## src/hdl/per_source_rate_spike_tracker_unit_assert.svh

```systemverilog
// Assertion macros for the rate spike tracker
`ifndef PER_SOURCE_RATE_SPIKE_TRACKER_UNIT_ASSERT_SVH
`define PER_SOURCE_RATE_SPIKE_TRACKER_UNIT_ASSERT_SVH
`define PSRST_ASSERT_IMPL(label, clk, rst_n, a, c) \
    label: assert property (@(posedge clk) disable iff (!rst_n) (a) |-> (c)) \
        else $error("assertion failed");
`define PSRST_ASSERT_NEXT(label, clk, rst_n, a, c) \
    label: assert property (@(posedge clk) disable iff (!rst_n) (a) |=> (c)) \
        else $error("assertion failed");
`endif

```

## src/hdl/psrst_hash.sv

```systemverilog
// ------------------------------------------------------------------------
// psrst_hash
// Sequential djb2 hash over the dotted-decimal text of an address, one
// octet per cycle.
// ------------------------------------------------------------------------
module psrst_hash (
    input  logic        i_clk,
    input  logic        i_rst_n,
    input  logic        i_start,
    input  logic [31:0] i_addr,
    output logic        o_done,
    output logic [31:0] o_hash
);
    logic [31:0] r_hash, n_hash;
    logic [31:0] r_addr;
    logic [2:0]  r_cnt;
    logic        r_busy;
    logic [7:0]  v;
    logic [3:0]  d2, d1, d0;
    logic [7:0]  rem;
    logic [15:0] prod;
    logic [7:0]  tens, ones;

    function automatic logic [31:0] mix(input logic [31:0] h, input logic [7:0] c);
        mix = (h << 5) + h + {24'd0, c};
    endfunction

    always_comb begin
        v = r_addr[31:24];
        d2 = (v >= 8'd200) ? 4'd2 : (v >= 8'd100) ? 4'd1 : 4'd0;
        rem = v - ((v >= 8'd200) ? 8'd200 : (v >= 8'd100) ? 8'd100 : 8'd0);
        prod = {8'd0, rem} * 16'd205;
        d1 = prod[14:11];
        tens = {1'b0, d1, 3'b000} + {3'b000, d1, 1'b0};
        ones = rem - tens;
        d0 = ones[3:0];
        n_hash = r_hash;
        if (r_cnt != 3'd0) n_hash = mix(n_hash, 8'h2E);
        if (v >= 8'd100) n_hash = mix(n_hash, 8'h30 + {4'd0, d2});
        if (v >= 8'd10) n_hash = mix(n_hash, 8'h30 + {4'd0, d1});
        n_hash = mix(n_hash, 8'h30 + {4'd0, d0});
    end

    always_ff @(posedge i_clk) begin
        if (!i_rst_n) begin
            r_busy <= 1'b0;
            r_cnt <= 3'd0;
        end else if (i_start) begin
            r_busy <= 1'b1;
            r_cnt <= 3'd0;
            r_hash <= 32'd5381;
            r_addr <= i_addr;
        end else if (r_busy && r_cnt != 3'd4) begin
            r_hash <= n_hash;
            r_addr <= {r_addr[23:0], 8'd0};
            r_cnt <= r_cnt + 3'd1;
        end
    end

    assign o_done = r_busy && (r_cnt == 3'd4);
    assign o_hash = r_hash;
endmodule

```

## config.mk

```make
export PLATFORM = sky130hd
export DESIGN_NAME = psrst_hash
export DESIGN_NICKNAME = d
export VERILOG_FILES = /design/src/hdl/per_source_rate_spike_tracker_unit_assert.svh /design/src/hdl/psrst_hash.sv
export SDC_FILE = /design/constraint.sdc
export NUM_CORES = 1
export LEC_CHECK = 0
export BUFFER_PORTS_ARGS = -buffer_cell sky130_fd_sc_hd__buf_4
export CORE_ASPECT_RATIO = 0.75
export CORE_MARGIN = 2
export CORE_UTILIZATION = 50
export CTS_BUF_LIST = sky130_fd_sc_hd__clkbuf_8 sky130_fd_sc_hd__clkbuf_16
export DETAILED_ROUTE_END_ITERATION = 8
export GPL_ROUTABILITY_DRIVEN = 1
export PLACE_DENSITY = 0.63
export SLEW_MARGIN = 0
export SYNTH_ARGS = -nofsm -noshare
export SYNTH_HDL_FRONTEND = slang
export SYNTH_SLANG_ARGS = --single-unit
```

## constraint.sdc

```tcl
create_clock -name i_clk -period 14.3 [get_ports i_clk]
set_clock_uncertainty 0.1 [all_clocks]
set_input_delay 2.145 -clock i_clk [delete_from_list [all_inputs] [get_ports i_clk]]
set_output_delay 2.145 -clock i_clk [all_outputs]
set_load 0.02 [all_outputs]
```

Word-level counts from Yosys, hierarchy flattened

Index checks and enable logic that the tools add are counted.

Equality and inequality tests: 2
Multiplexer cells: 10
Magnitude comparators: 3
Multipliers: 1
Reduce and logical (&&, ||, !) cells: 6
Add/subtract/negate cells: 15
Bitwise logic cells: 1

Operators by type and width:

| cell                    | number |
|---|---|
| $mux W32                | 6 |
| $add A32 B32 Y32        | 4 |
| $add A32 B7 Y32         | 3 |
| $add A32 B6 Y32 const B | 1 |
| $mul A8 B8 Y15 const B  | 1 |
| $add A6 B4 Y7 const A   | 2 |
| $ge A8 B4 Y1 const B    | 1 |
| $ge A8 B7 Y1 const B    | 1 |
| $ge A8 B8 Y1 const B    | 1 |
| $mux W8                 | 1 |
| $sub A8 B8 Y8           | 1 |
| $add A6 B2 Y7 const A   | 1 |
| $mux W7                 | 1 |
| $add A4 B4 Y4           | 1 |
| $sub A4 B4 Y4           | 1 |
| $add A3 B1 Y3 const B   | 1 |
| $eq A3 B3 Y1 const B    | 1 |
| $ne A3 B3 Y1 const B    | 1 |
| $reduce_bool A3 Y1      | 1 |
| $logic_and A1 B1 Y1     | 2 |
| $mux W2                 | 1 |
| $reduce_and A2 Y1       | 1 |
| $reduce_bool A2 Y1      | 1 |
| $reduce_or A2 Y1        | 1 |
| 2 further kinds         | 2 |

Output and inout bits: 33
Input port bits: 35
Register bits after elaboration: 68
Word-level logic and storage cells: 42

Longest topological paths before layout

Depth after elaboration: 12
Depth in mapped cells: 55
Depth with buffers taken out: 54

Least setup slack after synthesis

Ideal clock, no wire load.

Path kind: reg2reg
Start: register r_addr[29]
End: register r_hash[31], in the netlist o_hash[31] (data pin)
Arrival time: 11.412 ns
Clock period less this slack: 11.773 ns
Buffers on the path: 0
Slack: 2.527 ns
Setup time: 0.260 ns
Stages on the path, launching flop included: 52
Data required time: 13.940 ns
Path through: edfxtp_1 > o311ai_0 > nand2_1 > inv_1 > ha_1 > inv_1 > fa_1 > nor2_1 > a21oi_1 > xnor2_1 > inv_1 > ha_1 > inv_1 > fa_1 > fa_1 > fa_1 > inv_1 > ha_1 > [... 16 more ...] > a21oi_1 > xnor2_1 > nand2_1 > o21ai_0 > ha_1 > ha_1 > a21o_1 > a21o_1 > a2111oi_2 > o31a_2 > o32ai_2 > or4_4 > a311oi_4 > o21bai_2 > a21oi_2 > xor2_1 > xnor3_1 > mux2_4

Longest elaborated chain between the ends: 12
Elaborated cells on any way between the ends: 22
Classes of those cells: add/sub: 11; mul: 1; order compare: 3; mux: 7

RTL lines:

| item                   | line                                                 | text |
|---|---|---|
| start, declared        | psrst_hash.sv:15                                     | `logic [31:0] r_addr;` |
| start signal, assigned | psrst_hash.sv:52                                     | `r_addr <= i_addr;` |
| start signal, assigned | psrst_hash.sv:55                                     | `r_addr <= {r_addr[23:0], 8'd0};` |
| $ge A8 B7 Y1           | psrst_hash.sv:30, psrst_hash.sv:31, psrst_hash.sv:39 |  |
| $mux W1                | psrst_hash.sv:30                                     | `d2 = (v >= 8'd200) ? 4'd2 : (v >= 8'd100) ? 4'd1 : 4'd0;` |
| $mux W2                | psrst_hash.sv:30                                     |  |
| $add A6 B2 Y7          | psrst_hash.sv:39                                     | `if (v >= 8'd100) n_hash = mix(n_hash, 8'h30 + {4'd0, d2});` |
| $add A32 B7 Y32        | psrst_hash.sv:25                                     | `mix = (h << 5) + h + {24'd0, c};` |
| $mux W32               | psrst_hash.sv:39                                     |  |
| $add A32 B32 Y32       | psrst_hash.sv:25                                     |  |
| $add A32 B7 Y32        | psrst_hash.sv:25                                     |  |
| $mux W32               | psrst_hash.sv:40                                     | `if (v >= 8'd10) n_hash = mix(n_hash, 8'h30 + {4'd0, d1});` |
| $add A32 B32 Y32       | psrst_hash.sv:25                                     |  |
| $add A32 B7 Y32 (*)    | psrst_hash.sv:25                                     |  |
| $mux W32 (*)           | psrst_hash.sv:53                                     | `end else if (r_busy && r_cnt != 3'd4) begin` |
| end signal, assigned   | psrst_hash.sv:54                                     | `r_hash <= n_hash;` |
| end, declared          | psrst_hash.sv:14                                     | `logic [31:0] r_hash, n_hash;` |

Mark *: on every way between the ends. The rest lies on a longest branch, timed or not. The select of a mux whose other input is x is not followed.
A chain may end at the register's enable or synchronous reset.

Final worst setup path

Ends and elaborated chain as after synthesis.

==> impl_metrics.ini <==
[worst_setup_path]
r2r_end = o_hash[31]
slowest_stage = o311ai_0
reg2reg_depth = 51
crit_end = o_hash[31]
cp_common_cell = ha_1
worstSetupPathType = reg2reg
crit_start = r_addr[29]
ff2ff_setup_slack_ns = 1.20
slowest_delay_ns = 0.88
endpoint_kind = flop
reg2reg_from = r_addr[29]
crit_arrival_ns = 13.11
critPathRequiredTime_ns = 14.31
start_kind = flop
crit_fanout = 7

[global_route]
grt_max_degree = 67
grt_overflow = 0
grt.total_usage = 0.254
antenna_found_initial = 0
first_global_vias = 9686
grt_pass1_wl_mm = 51.4

[sta]
holdWs_ns = 0.395
slew_headroom = 0.226
worstMarginPinSlew_ns = 1.16
fin_crit_ns = 13.10
final_max_slew_viol_count = 0
rsz0062_at_grt = no
timing.fmax_mhz = 76.3
finalCritPeriodShare = 0.916
setup_viol = 0
hold_viol = 0
finalWorstSetupSlack_ns = 1.20
tns_ns = 0

[detailed_routing]
dr.pass1.iters = 5
drtIter0Drc = 857
postRouteAntennaNets = 0
viasPerCell = 5.90
drcViolationCount = 0
wl_per_cell_um = 18.0
postRouteWirelength_mm = 31.7
vias = 10400

[clock_network]
ctsHoldBuffers = 0
clockBufferDepth = 2
cts_buffers = 9
post_cts_buffers = 0
clk_pin_slew_ns = 0.07
htree_levels = 3
clockRootBuffer = clkbuf_16
clk_latency_ns = 0.35
cts_tree = yes
cts_sinks = 68
postCtsResizedCells = 0

[finish]
syn_to_final_growth_pct = 9.52
drive_gt1_frac = 0.108
utilization = 0.553
nNetsFinal = 1776
fillers = 2244
diodes = 0

[yosys]
yosysWarnings = 0
synthCells = 1392
synth_top_area_frac = 0.291
synth.avg_cell_area_sq_um = 8.63
synth_area_sq_um = 12000
synth_edf_count = 64
synth_top_area_cell = ha_1
synth_ff_type = edfxtp_1
yosysMostFrequentCell = ha_1
synth_top_cells_by_area = ha_1, edfxtp_1, xnor2_1
synth_seq_cells = 68
synth_nets = 1720
async_flop_share = 0
yosys-top-cells-count = ha_1, nor2_1, a21oi_1, inv_1, nand2_1
ys_seq_area_frac = 0.167
yosysUniqueCellTypes = 79

[outcome]
status = completed

[place]
post-place-ws_ns = 1.34
place.gp.congestion = 0.925
portBuffers = 67
hpwl_mm = 26.2

[min_path]
worstHoldStart = r_busy
hold_class = reg2reg

[floorplanning]
io_pins = 68
row_count = 49
dieArea_sq_um = 25300
die_h_um = 138
start_util = 0.505
die_width_um = 183
core_region_area_sq_um = 23800

[run]
cap_violations = 0
==> cell type report <==
| class | count | area (sq um) | share of cell area |
|---|---|---|---|
| inverter | 96 | 360 | 0.0274 |
| clock buffer | 11 | 253 | 0.0192 |
| sequential | 68 | 2000 | 0.152 |
| clock inverter | 5 | 58.8 | 0.00447 |
| tap | 306 | 383 | 0.0291 |
| multi-input combinational | 1199 | 9540 | 0.725 |
| timing repair buffer | 74 | 556 | 0.0422 |
==> worst max-delay path: cells and delay by family, from the launching register on <==
kind,cells,cell delay (ns)
simple gates,7,1.40
flops,1,0.48
fa+ha+maj,11,3.92
xor+xnor,4,0.99
compound gates,23,5.11
mux,1,0.30
buf+inv,5,0.51
==> registers in the layout (all words and copies together), names as in the netlist <==
register  count
o_hash       32
r_addr       32
r_cnt         3
r_busy        1
==> worst min-delay path by stage <==
stage,slack (ns),end,cells past startpoint
floorplan,0.35,r_busy,1
global placement,0.36,r_busy,1
detailed placement,0.39,r_busy,1
CTS,0.41,r_busy,1
global route,0.43,r_busy,1
finish,0.39,r_busy,1
==> stage by stage <==
step                      instances  cell area [sq um]
after global routing           1759              13200
after CTS                      1759              13200
after global placement         1743              12800
after detailed placement       1743              12800
final                          1759              13200
after floorplan                1392              12000
==> per-layer routing <==
layer | up-vias | track usage | share of wire
met5 | - | 0 | 0
met4 | 0 | 0.0307 | 0.0055
met3 | 15 | 0.0342 | 0.061
met2 | 329 | 0.349 | 0.38
met1 | 4820 | 0.424 | 0.55
li1 | 5208 | - | -
==> logic make-up (layout without fill, tap and decap cells) <==
| kind of cell | count (synthesis) | in the layout | share of synthesized area |
|---|---|---|---|
| AOI/OAI and AO/OA | 381 | 381 | 0.211 |
| xor gates and xnor gates | 118 | 118 | 0.0872 |
| adders and majority gates | 293 | 293 | 0.314 |
| buffers and inverters | 125 | 186 | 0.0392 |
| DFF | 68 | 68 | 0.167 |
| muxes | 42 | 42 | 0.0391 |
| and+or+nand+nor | 365 | 365 | 0.143 |
==> layout by cell type (no fill, tap or decap), drive strengths merged, types with 7 or more instances in the layout <==
master	instances
a2111oi	8
a211oi	14
a21o	60
a21oi	112
a31oi	12
and2	14
and3	11
buf	74
clkbuf	11
edfxtp	64
fa	14
ha	279
inv	97
mux2	36
nand2	96
nand2b	18
nand3	16
nand4	8
nor2	120
nor2b	17
nor3	30
nor4	7
o21a	29
o21ai	82
o21bai	11
o31ai	9
xnor2	74
xor2	43
Power is not shown: default switching activity piles up to over one toggle a cycle in this logic, so the estimate is an artifact.
